==> config.mk <==
export PLATFORM = sky130hd
export DESIGN_NAME = overlay_alpha_fade_controller
export DESIGN_NICKNAME = d
export VERILOG_FILES = /design/src/rtl/oafc_pkg.sv /design/src/rtl/oafc_datapath.sv /design/src/rtl/oafc_ctrl.sv /design/src/rtl/overlay_alpha_fade_controller.sv
export SDC_FILE = /design/constraint.sdc
export NUM_CORES = 2
export LEC_CHECK = 0
export BUFFER_PORTS_ARGS = -buffer_cell sky130_fd_sc_hd__buf_2
export CORE_MARGIN = 8
export CORE_UTILIZATION = 40
export DETAILED_ROUTE_END_ITERATION = 7
export RECOVER_POWER = 100
export SLEW_MARGIN = 40
export SYNTH_ARGS = -nofsm -noshare
export SYNTH_HDL_FRONTEND = slang
export SYNTH_SLANG_ARGS = --single-unit
export TNS_END_PERCENT = 30
==> constraint.sdc <==
create_clock -name clk -period 19.9 [get_ports clk]
set_input_delay 5.97 -clock clk [delete_from_list [all_inputs] [get_ports clk]]
set_output_delay 5.97 -clock clk [all_outputs]
set_load 0.01 [all_outputs]
==> src/rtl/oafc_pkg.sv <==
//------------------------------------------------------------------------------
// oafc_pkg: shared types and constants for the overlay alpha fade controller
// Phase codes, fixed-point widths, register indexes and controller commands.
//------------------------------------------------------------------------------
`default_nettype none
package oafc_pkg;
  localparam int MaxSettlePasses = 10;
  localparam int FracBits        = 8;
  localparam int AccW            = 16 + FracBits;
  localparam int PassW           = $clog2(MaxSettlePasses + 1);

  localparam logic [3:0] PH_HIDDEN      = 4'd0;
  localparam logic [3:0] PH_IN_DELAY    = 4'd1;
  localparam logic [3:0] PH_FADING_IN   = 4'd2;
  localparam logic [3:0] PH_MAX         = 4'd3;
  localparam logic [3:0] PH_DIS_FADE    = 4'd4;
  localparam logic [3:0] PH_DISABLED    = 4'd5;
  localparam logic [3:0] PH_IDLE_FADE   = 4'd6;
  localparam logic [3:0] PH_INACTIVE    = 4'd7;
  localparam logic [3:0] PH_OUT_DELAY   = 4'd8;
  localparam logic [3:0] PH_FADING_OUT  = 4'd9;

  localparam logic [2:0] REG_MAX_ALPHA       = 3'd0;
  localparam logic [2:0] REG_INACTIVE_ALPHA  = 3'd1;
  localparam logic [2:0] REG_FADE_IN_DELAY   = 3'd2;
  localparam logic [2:0] REG_FADE_OUT_DELAY  = 3'd3;
  localparam logic [2:0] REG_IDLE_FADE_DELAY = 3'd4;
  localparam logic [2:0] REG_FADE_IN_RATE    = 3'd5;
  localparam logic [2:0] REG_FADE_OUT_RATE   = 3'd6;
  localparam logic [2:0] REG_START_HIDDEN    = 3'd7;

  typedef struct packed {
    logic [7:0]  max_alpha;
    logic [7:0]  inactive_alpha;
    logic [15:0] fade_in_delay;
    logic [15:0] fade_out_delay;
    logic [15:0] idle_fade_delay;
    logic [15:0] fade_in_rate;
    logic [15:0] fade_out_rate;
    logic        start_hidden;
  } cfg_t;

  // Commands from controller to datapath.
  typedef struct packed {
    logic load;    // capture the input word
    logic step;    // evaluate one settle pass
    logic commit;  // publish the result word
  } dp_cmd_t;

  // Status from datapath to controller.
  typedef struct packed {
    logic changed;  // last pass moved the phase
  } dp_sts_t;
endpackage
`default_nettype wire

==> src/rtl/oafc_datapath.sv <==
//------------------------------------------------------------------------------
// oafc_datapath: fade state and single-pass evaluation unit
// Holds phase, accumulator and alpha; one settle pass per step command.
//------------------------------------------------------------------------------
`default_nettype none
module oafc_datapath (
  input  wire logic             clk,
  input  wire logic             rst,
  input  wire oafc_pkg::cfg_t   cfg,
  input  wire oafc_pkg::dp_cmd_t cmd,
  output oafc_pkg::dp_sts_t     sts,
  input  wire logic             visible,
  input  wire logic             active,
  input  wire logic             disabled,
  input  wire logic [9:0]       frame_time,
  output logic [7:0]            alpha_out,
  output logic                  alpha_changed,
  output logic [3:0]            fade_phase
);
  import oafc_pkg::*;

  localparam logic [AccW-1:0] AccMax = {AccW{1'b1}};

  logic [3:0]      phase, phase_next;
  logic [AccW-1:0] acc, acc_next;
  logic [7:0]      alpha_level;
  logic [7:0]      na, na_next;
  logic            vis, act, dis;
  // Step products are registered at load so no multiplier sits in the pass.
  logic [AccW-1:0] step_in, step_out, ms_ft;

  logic [25:0] prod_in, prod_out;
  assign prod_in  = 26'(cfg.fade_in_rate) * 26'(frame_time);
  assign prod_out = 26'(cfg.fade_out_rate) * 26'(frame_time);

  function automatic logic [AccW-1:0] scale_step(input logic [25:0] t);
    logic [26+FracBits:0] w;
    begin
      if (FracBits >= 8) w = (27'(t) << (FracBits - 8));
      else w = 27'(t) >> (8 - FracBits);
      scale_step = (|(w >> AccW)) ? {AccW{1'b1}} : w[AccW-1:0];
    end
  endfunction

  function automatic logic [AccW-1:0] sadd(input logic [AccW-1:0] a,
                                           input logic [AccW-1:0] b);
    logic [AccW:0] s;
    begin
      s = {1'b0, a} + {1'b0, b};
      sadd = s[AccW] ? AccMax : s[AccW-1:0];
    end
  endfunction

  function automatic logic [AccW-1:0] ssub(input logic [AccW-1:0] a,
                                           input logic [AccW-1:0] b);
    begin
      ssub = (b >= a) ? '0 : a - b;
    end
  endfunction

  function automatic logic [7:0] acc_alpha(input logic [AccW-1:0] a);
    logic [15:0] i;
    begin
      i = a[AccW-1:FracBits];
      acc_alpha = (i > 16'd255) ? 8'd255 : i[7:0];
    end
  endfunction

  function automatic logic [AccW-1:0] fx8(input logic [7:0] v);
    fx8 = AccW'(v) << FracBits;
  endfunction

  function automatic logic [AccW-1:0] fx16(input logic [15:0] v);
    fx16 = AccW'(v) << FracBits;
  endfunction

  logic hid, dim_ok;
  assign hid    = cfg.start_hidden && !act;
  assign dim_ok = cfg.inactive_alpha < cfg.max_alpha;

  always_comb begin
    logic [AccW-1:0] t;
    logic [7:0]      a;
    t = '0;
    a = '0;
    phase_next = phase;
    acc_next   = acc;
    na_next    = na;
    case (phase)
      PH_HIDDEN: begin
        na_next = '0;
        if (act && vis) begin
          phase_next = PH_MAX; acc_next = '0;
        end else if (vis && !hid) begin
          phase_next = PH_IN_DELAY; acc_next = '0;
        end
      end
      PH_IN_DELAY: begin
        if (act && vis) begin
          phase_next = PH_MAX; acc_next = '0;
        end else if (!vis) begin
          phase_next = PH_HIDDEN; acc_next = '0;
        end else begin
          t = sadd(acc, ms_ft);
          acc_next = t;
          if (t >= fx16(cfg.fade_in_delay)) begin
            phase_next = PH_FADING_IN; acc_next = '0;
          end
        end
      end
      PH_FADING_IN: begin
        t = sadd(acc, step_in);
        acc_next = t;
        a = acc_alpha(t);
        if (a > cfg.max_alpha) a = cfg.max_alpha;
        if (dis && dim_ok && a >= cfg.inactive_alpha) begin
          phase_next = PH_DIS_FADE;
          if (acc < fx8(cfg.inactive_alpha) && a > cfg.inactive_alpha)
            a = cfg.inactive_alpha;
        end else if (act || a >= cfg.max_alpha) begin
          phase_next = PH_MAX; acc_next = '0;
        end else if (!vis) begin
          phase_next = PH_FADING_OUT;
        end
        na_next = a;
      end
      PH_MAX: begin
        na_next = cfg.max_alpha;
        if (!vis) begin
          phase_next = PH_OUT_DELAY; acc_next = fx8(cfg.max_alpha);
        end else if (act) begin
          acc_next = '0;
        end else if (dis && dim_ok) begin
          phase_next = PH_DIS_FADE; acc_next = fx8(cfg.max_alpha);
        end else if (cfg.idle_fade_delay != '0 && dim_ok) begin
          t = sadd(acc, ms_ft);
          acc_next = t;
          if (t >= fx16(cfg.idle_fade_delay)) begin
            phase_next = PH_IDLE_FADE; acc_next = fx8(cfg.max_alpha);
          end
        end
      end
      PH_DIS_FADE, PH_IDLE_FADE: begin
        if (phase == PH_DIS_FADE && !dis && vis) begin
          phase_next = PH_FADING_IN;
          acc_next = fx8((cfg.inactive_alpha > na) ? cfg.inactive_alpha : na);
        end else if (!vis) begin
          phase_next = PH_FADING_OUT;
        end else begin
          t = ssub(acc, step_out);
          acc_next = t;
          a = acc_alpha(t);
          if (a < cfg.inactive_alpha) a = cfg.inactive_alpha;
          na_next = a;
          if (act) begin
            phase_next = PH_MAX; acc_next = '0;
          end else if (a <= cfg.inactive_alpha) begin
            phase_next = (phase == PH_IDLE_FADE) ? PH_INACTIVE : PH_DISABLED;
            acc_next = '0;
          end
        end
      end
      PH_DISABLED, PH_INACTIVE: begin
        if (phase == PH_DISABLED && !dis) begin
          phase_next = PH_FADING_IN; acc_next = fx8(cfg.inactive_alpha);
        end else if (phase == PH_DISABLED && cfg.idle_fade_delay != '0 && dim_ok
                     && sadd(acc, ms_ft) >= fx16(cfg.idle_fade_delay)) begin
          phase_next = PH_INACTIVE; acc_next = '0;
        end else begin
          if (phase == PH_DISABLED && cfg.idle_fade_delay != '0 && dim_ok)
            acc_next = sadd(acc, ms_ft);
          na_next = cfg.inactive_alpha;
          if (!vis) begin
            phase_next = PH_OUT_DELAY; acc_next = fx8(cfg.inactive_alpha);
          end else if (act) begin
            phase_next = PH_MAX; acc_next = '0;
          end
        end
      end
      PH_OUT_DELAY: begin
        if (vis) begin
          if (hid) begin
            phase_next = PH_HIDDEN; acc_next = '0;
          end else begin
            phase_next = PH_FADING_IN; acc_next = fx8(na);
          end
        end else begin
          t = sadd(acc, ms_ft);
          acc_next = t;
          if (t >= fx16(cfg.fade_out_delay)) begin
            phase_next = PH_FADING_OUT; acc_next = fx8(na);
          end
        end
      end
      PH_FADING_OUT: begin
        t = ssub(acc, step_out);
        acc_next = t;
        a = acc_alpha(t);
        na_next = a;
        if (a == '0) begin
          phase_next = PH_HIDDEN; acc_next = '0;
        end else if (vis) begin
          if (hid) begin
            phase_next = PH_HIDDEN; acc_next = '0;
          end else begin
            phase_next = PH_FADING_IN;
          end
        end
      end
      default: phase_next = PH_HIDDEN;
    endcase
  end

  assign sts.changed = (phase_next != phase);

  always_ff @(posedge clk) begin
    if (rst) begin
      phase       <= PH_HIDDEN;
      acc         <= '0;
      alpha_level <= '0;
      na          <= '0;
    end else begin
      if (cmd.load) begin
        na <= alpha_level;
      end
      if (cmd.step) begin
        phase <= phase_next;
        acc   <= acc_next;
        na    <= na_next;
      end
      if (cmd.commit) begin
        alpha_changed <= (na != alpha_level);
        alpha_level   <= na;
        alpha_out     <= na;
        fade_phase    <= phase;
      end
    end
  end

  always_ff @(posedge clk) begin
    if (cmd.load) begin
      vis      <= visible;
      act      <= active;
      dis      <= disabled;
      step_in  <= scale_step(prod_in);
      step_out <= scale_step(prod_out);
      ms_ft    <= AccW'(frame_time) << FracBits;
    end
  end

  assert property (@(posedge clk) disable iff (rst)
    cmd.commit |=> alpha_out == alpha_level)
    else $error("published alpha differs from stored level");
  assert property (@(posedge clk) disable iff (rst)
    cmd.step |-> !cmd.load)
    else $error("step and load in the same cycle");
  assert property (@(posedge clk) disable iff (rst)
    cmd.commit |=> fade_phase <= PH_FADING_OUT)
    else $error("published phase out of range");
endmodule
`default_nettype wire

==> src/rtl/oafc_ctrl.sv <==
//------------------------------------------------------------------------------
// oafc_ctrl: sequencer for the fade controller
// Loads a word, runs settle passes until stable or bounded, then publishes.
//------------------------------------------------------------------------------
`default_nettype none
module oafc_ctrl (
  input  wire logic              clk,
  input  wire logic              rst,
  input  wire logic              in_valid,
  output logic                   in_ready,
  output logic                   out_valid,
  input  wire logic              out_ready,
  output oafc_pkg::dp_cmd_t      cmd,
  input  wire oafc_pkg::dp_sts_t sts
);
  import oafc_pkg::*;

  typedef enum logic [3:0] {
    S_IDLE = 4'b0001,
    S_RUN  = 4'b0010,
    S_PUB  = 4'b0100,
    S_OUT  = 4'b1000
  } state_t;

  state_t state, state_next;
  logic [PassW-1:0] pass, pass_next;

  assign in_ready  = (state == S_IDLE);
  assign out_valid = (state == S_OUT);

  always_comb begin
    state_next = state;
    pass_next  = pass;
    cmd        = '0;
    case (state)
      S_IDLE: begin
        if (in_valid) begin
          cmd.load   = 1'b1;
          pass_next  = '0;
          state_next = S_RUN;
        end
      end
      S_RUN: begin
        cmd.step  = 1'b1;
        pass_next = pass + 1'b1;
        if (!sts.changed || pass_next == PassW'(MaxSettlePasses))
          state_next = S_PUB;
      end
      S_PUB: begin
        cmd.commit = 1'b1;
        state_next = S_OUT;
      end
      S_OUT: begin
        if (out_ready) state_next = S_IDLE;
      end
      default: state_next = S_IDLE;
    endcase
  end

  always_ff @(posedge clk) begin
    if (rst) begin
      state <= S_IDLE;
      pass  <= '0;
    end else begin
      state <= state_next;
      pass  <= pass_next;
    end
  end

  assert property (@(posedge clk) disable iff (rst)
    state == S_RUN |-> pass < PassW'(MaxSettlePasses))
    else $error("settle pass count exceeded bound");
  assert property (@(posedge clk) disable iff (rst)
    cmd.commit |=> out_valid)
    else $error("commit not followed by valid result");
  assert property (@(posedge clk) disable iff (rst)
    $onehot({in_ready, state == S_RUN, state == S_PUB, out_valid}))
    else $error("controller state not one-hot");
endmodule
`default_nettype wire

==> src/rtl/overlay_alpha_fade_controller.sv <==
//------------------------------------------------------------------------------
// overlay_alpha_fade_controller: per-frame alpha fade state machine
//
// Channel | Handshake                 | Payload
// in      | in_valid / in_ready       | visible, active, disabled, frame_time
// out     | out_valid / out_ready     | alpha_out, alpha_changed, fade_phase
// cfg     | cfg_valid / cfg_ready     | cfg_index, cfg_data
//
// A word is loaded, runs 1 to 10 settle passes on the shared pass unit, and
// is then published, plus the output handshake.
// The settle loop (one evaluation per cycle) sets how long a word takes.
// Synchronous reset returns the phase to hidden and the registers to defaults.
// A stalled output holds the block; no new word is taken until it leaves.
//------------------------------------------------------------------------------
`default_nettype none
module overlay_alpha_fade_controller (
  input  wire logic        clk,
  input  wire logic        rst,
  input  wire logic        in_valid,
  output logic             in_ready,
  input  wire logic        visible,
  input  wire logic        active,
  input  wire logic        disabled,
  input  wire logic [9:0]  frame_time,
  output logic             out_valid,
  input  wire logic        out_ready,
  output logic [7:0]       alpha_out,
  output logic             alpha_changed,
  output logic [3:0]       fade_phase,
  input  wire logic        cfg_valid,
  output logic             cfg_ready,
  input  wire logic [2:0]  cfg_index,
  input  wire logic [15:0] cfg_data
);
  import oafc_pkg::*;

  cfg_t    cfg;
  dp_cmd_t cmd;
  dp_sts_t sts;

  assign cfg_ready = 1'b1;

  always_ff @(posedge clk) begin
    if (rst) begin
      cfg.max_alpha       <= 8'd255;
      cfg.inactive_alpha  <= 8'd255;
      cfg.fade_in_delay   <= '0;
      cfg.fade_out_delay  <= '0;
      cfg.idle_fade_delay <= '0;
      cfg.fade_in_rate    <= 16'd256;
      cfg.fade_out_rate   <= 16'd256;
      cfg.start_hidden    <= 1'b0;
    end else if (cfg_valid) begin
      case (cfg_index)
        REG_MAX_ALPHA:       cfg.max_alpha       <= cfg_data[7:0];
        REG_INACTIVE_ALPHA:  cfg.inactive_alpha  <= cfg_data[7:0];
        REG_FADE_IN_DELAY:   cfg.fade_in_delay   <= cfg_data;
        REG_FADE_OUT_DELAY:  cfg.fade_out_delay  <= cfg_data;
        REG_IDLE_FADE_DELAY: cfg.idle_fade_delay <= cfg_data;
        REG_FADE_IN_RATE:    cfg.fade_in_rate    <= cfg_data;
        REG_FADE_OUT_RATE:   cfg.fade_out_rate   <= cfg_data;
        REG_START_HIDDEN:    cfg.start_hidden    <= cfg_data[0];
        default: ;
      endcase
    end
  end

  oafc_ctrl u_ctrl (
    .clk       (clk),
    .rst       (rst),
    .in_valid  (in_valid),
    .in_ready  (in_ready),
    .out_valid (out_valid),
    .out_ready (out_ready),
    .cmd       (cmd),
    .sts       (sts)
  );

  oafc_datapath u_dp (
    .clk           (clk),
    .rst           (rst),
    .cfg           (cfg),
    .cmd           (cmd),
    .sts           (sts),
    .visible       (visible),
    .active        (active),
    .disabled      (disabled),
    .frame_time    (frame_time),
    .alpha_out     (alpha_out),
    .alpha_changed (alpha_changed),
    .fade_phase    (fade_phase)
  );
endmodule
`default_nettype wire

Word level (Yosys, flattened, before mapping)
Cells that the tools add are included.
Cells by class
  $lt $le $gt $ge: 15
  equal/unequal tests: 35
  $mul: 2
  multiplexer cells: 89
  divide/modulo/power cells: 0
  bitwise operators: 1
  reduce and logical (&&, ||, !) cells: 43
  shift operators: 0
  $add $sub $neg: 4
Operators by type and width (count)
  24-bit two-way mux: 29
  24-bit one-hot mux with 8 select lines: 1
  8-bit two-way mux: 17
  4-bit two-way mux: 29
  24-bit greater-or-equal comparator: 4
  35-bit two-way mux: 2
  16-bit by 10-bit multiplier with 26-bit output: 2
  8-bit one-hot mux with 6 select lines: 1
  16-bit by 8-bit greater-than comparator with 1-bit output (second input constant): 2
  4-bit one-hot mux with 8 select lines: 1
  24-bit by 18-bit adder with 25-bit output: 1
  24-bit by 24-bit adder with 25-bit output: 1
  8-bit greater-than comparator: 3
  24-bit by 16-bit < comparator with 1-bit output: 1
  24-bit subtractor: 1
  11-bit OR reduction: 2
  4-bit by 3-bit == test with 1-bit output (second input constant): 5
  2-bit AND reduction: 10
  4-bit == test (second input constant): 4
  8-bit greater-or-equal comparator: 2
  8-bit < comparator: 2
  16-bit two-way mux: 1
  4-bit one-hot mux with 4 select lines: 1
  16-bit nonzero test: 1
  32 further kinds: 66
Word-level totals
  ROM bits: 0
  memories kept: 0
  logic and storage cells: 212
  bits in latches: 0
  RAM bits: 0
  register bits after elaboration: 223

Depth between registers and ports, before layout
  depth in word-level cells: 20
  gate-level depth with buffers: 36
  gate-level depth less buffers: 35

Hierarchy
From an unflattened synthesis, not the netlist that was laid out.
Unflattened totals
  cell total of the unflattened synthesis: 3118
  area, all modules: 26829.5 um^2
By module, submodules not included
  oafc_datapath: area an instance 22386.5 um^2, cells an instance 2701, times used 1
  overlay_alpha_fade_controller: area an instance 3941.3 um^2, cells an instance 356, times used 1
  oafc_ctrl: area an instance 501.7 um^2, cells an instance 61, times used 1

Worst setup path after synthesis
Ideal clock, no wire load.
  kind: input to register
  from: input port frame_time[1]
  to: register u_dp.step_in[12] (data pin)
  buffers on the path: 2
  arrival: 11365 ps
  cell stages on the path: 22
  path slack: 8261 ps
  path through: clkbuf_1 > nand2_1 > fa_1 > inv_1 > fa_1 > inv_1 > fa_1 > inv_1 > fa_1 > fa_1 > ha_1 > a21o_1 > a21oi_1 > nor3b_1 > a21o_1 > a21oi_1 > o41ai_1 > o2111a_1 > a21oi_1 > mux2_2 > clkbuf_1 > o21ai_0
Between the ends
  longest elaborated chain between the ends: 3
Ends and longest elaborated chain
  start, declared: line overlay_alpha_fade_controller.sv:24  | input wire logic [9:0] frame_time,
  16-bit by 10-bit multiplier with 26-bit output *: line oafc_datapath.sv:33  | assign prod_in = 26'(cfg.fade_in_rate) * 26'(frame_time);
  35-bit two-way mux *: line oafc_datapath.sv:241  | if (cmd.load) begin
  11-bit OR reduction: line oafc_datapath.sv:41  | scale_step = (|(w >> AccW)) ? {AccW{1'b1}} : w[AccW-1:0];
  end signal, assigned: line oafc_datapath.sv:245  | step_in <= scale_step(prod_in);
  end, declared: line oafc_datapath.sv:30  | logic [AccW-1:0] step_in, step_out, ms_ft;
Mark *: on every way between the ends. The rest lies on a longest branch, timed or not. The select of a mux whose other input is x is not followed.
A chain may end at the register's enable or synchronous reset.

Worst setup path after layout
Ends and elaborated chain as after synthesis.

==> results.toml <==
[status]
status = "complete, but fails checks"
violations = "capacitance limit, slew limit"

[critical_path]
slowest_stage = "clkbuf_1"
cp.arrival_ns = 13.28
cp.buffers_inverters = 4
rr_worst_depth = 34
cp-start-kind = "input pin"
endpoint_kind = "flop"
path_cells = "clkbuf_1 > nand2_1 > fa_1 > inv_1 > fa_1 > inv_1 > fa_1 > inv_1 > fa_1 > fa_1 > ha_1 > a21o_1 > a21oi_1 > nor3b_1 > a21o_1 > a21oi_1 > o41ai_1 > o2111a_1 > a21oi_1 > mux2_1 > o21ai_0"
rrSetupSlack_ns = 9.91
crit_top_cell = "fa_1"
crit_family = "adder cells"
crit_path_max_fanout = 33
reg2reg_from = "u_dp.step_in[0]"
r2r-end = "u_ctrl.state[1]"
crit_type = "input pin to flop"
cp.required_ns = 20.16
slowest_delay_ns = 1.20

[layout]
layout_commonest_cell = "nand2_1"
fin_area_sq_um = 27900
area_growth_pct = 7.04
fin_util_pct = 43.3
nets = 3681
layout-drive-gt1-share_pct = 4.60
multi_input_area_sq_um = 19000
antennaDiodeCount = 0
nFillCells = 6596
ff_latch_area_sq_um = 5200
final_cell_mix = "nand2_1 (543), inv_1 (339), ha_1 (290)"

[global_route]
antenna_found_initial = 0
grt_pass1_vias = 21600
grt_pass1_wl_mm = 124
grt_max_degree = 80
grt-ovfl-total = 0
grtUsageTotal_pct = 20.9

[sta]
fin_tns_setup_ns = 0
worst-slew-pin-transition_ns = 4.07
slew_headroom_pct = -171
hold_viol_final = 0
skew_ns = 0.0523
period_needed_ns = 13.02
max_freq_mhz = 76.8
hold_ws_ns = 0.454
slew_violations = 523
setup_viol = 0
rsz0062_at_grt = "false"
fin_crit_sh_pct = 65.4

[worst_hold_path]
hold_path_end = "cfg[56]"
min_path_cells = 2
holdCritStartpoint = "cfg[56]"
min_path_type = "flop to flop"

[routing]
routed_wl_mm = 79.2
drc = 0
antenna_left = 0
dr.pass1.iters = 8
num_vias = 22500
vias_per_cell = 5.60
wire_per_inst_um = 19.8
drt-initial-drc-count = 1791

[power_and_ir_drop]
peakVddDrop_mv = 0.0694
power_leakage_nw = 12.3
power_density_nw_per_um2 = 49.4

[floorplanning]
initial_core_util_pct = 40.5
core.rowCount = 93
die_h_um = 271
io_pins = 53
dieWidth_um = 271
die_area_sq_um = 73700
core_area_sq_um = 64500

[clocking]
hold_buffers = 0
clockRootBuffer = "clkbuf_16"
h-tree-depth = 1
cts_tree = "done"
clk_pin_slew_ns = 0.06
cts_buffers = 28
post_cts_resized = 0
cts_buffer_depth = 3
worstSkewPairLatency_ns = 0.60
clock_sink_count = 223
post_cts_buffers = 0

[place]
place_hpwl_mm = 60.2
gp_congestion = 0.954
post_dp_cell_area_sq_um = 27000
io_buffers = 51

[flow_run]
cap_violations = 12

[synthesis]
ys.flop_type = "dfxtp_1"
ys_warn_count = 0
syn-instance-count = 3170
yosysUniqueCellTypes = 93
synth_area_leaders = "fa_1 (17%), ha_1 (14%), dfxtp_1 (11%)"
synth_edf_count = 74
ys_async_sr_fraction_pct = 0
ys_seq_area_share_pct = 19.9
ys_ff_latch = 223
synth_top_cell_area_share_pct = 17.1
synth_area_per_cell_sq_um = 8.23
synth_top_cell_by_area = "fa_1"
syn-cell-area_sq_um = 26100
syn_nets = 3720
Yosys cell counts (26+ instances only):
master,number
a21o_1,47
o21a_1,37
and2_1,150
inv_1,339
nand3_1,44
edfxtp_1,74
nor2_1,169
nor2b_1,30
nand2b_1,37
xnor2_1,46
ha_1,290
fa_1,223
a31oi_1,26
nor3_1,31
clkbuf_1,123
a21oi_1,232
xor2_1,45
nand2_1,543
o21ai_0,140
dfxtp_1,149
nand4_1,26
report_power, final:
part / switching (mW) / total (mW) / internal [mW]
Combinational: 0.207 / 0.319 / 0.113
Clock: 0.218 / 0.541 / 0.323
Sequential: 0.0213 / 0.518 / 0.497
Total: 0.446 / 1.38 / 0.932
worst max path at each step:
stage,depth (start not counted),to,start
detailed placement,21,u_dp.step_in[16],frame_time[1]
global route,19,u_dp.step_in[12],frame_time[7]
CTS,21,u_dp.step_in[12],frame_time[1]
finish,21,u_dp.step_in[12],frame_time[1]
global placement,19,u_dp.step_out[11],frame_time[1]
floorplan,22,u_dp.step_in[12],frame_time[1]
metrics by stage:
stage | total power [mW] | instances | worst slack (ns)
floorplan | 0.743 | 3170 | 8.26
global placement | 0.839 | 3955 | 7.35
detailed placement | 0.842 | 3955 | 7.36
CTS | 1.38 | 4007 | 7.95
global route | 1.44 | 4008 | 6.46
finish | 1.38 | 4008 | 6.88
logic make-up after synthesis:
family	Yosys count	synth area share (%)
simple gates	1125	20.2
buf+inv	485	7.34
mux	16	0.638
fa+ha+maj	513	31.0
compound gates	716	17.8
other cells	1	0.0144
flops	223	19.9
xor+xnor	91	3.05
flip-flops by register name, summed over array words and instances (netlist names), 4 cells and up:
register,flops
u_dp.ms_ft,10
u_dp.alpha_out,8
u_dp.step_in,24
u_ctrl.pass,4
cfg,97
u_dp.fade_phase,4
u_dp.alpha_level,8
u_dp.acc,24
u_dp.na,8
u_ctrl.state,4
u_dp.phase,4
u_dp.step_out,24
cell type report:
class,instances,area share [%]
multi-input combinational,2462,68.0
inverter,340,4.57
timing repair buffer,76,1.46
clock buffer,39,2.87
clock inverter,13,0.672
sequential,223,18.6
tap,855,3.83
per-layer routing:
layer  share of wire (%)  GRT usage [%]
met1                  45           28.8
met2                  45           34.1
met3                 6.0           1.83
met5                   0              0
met4                 4.0           7.48
tightest hold or removal path, stage by stage, from the launching register on:
cell	delay, ns
dfxtp_1	0.31
nand2_1	0.05
a21oi_1	0.05
No activity file was read; power rests on OpenSTA's default activity.
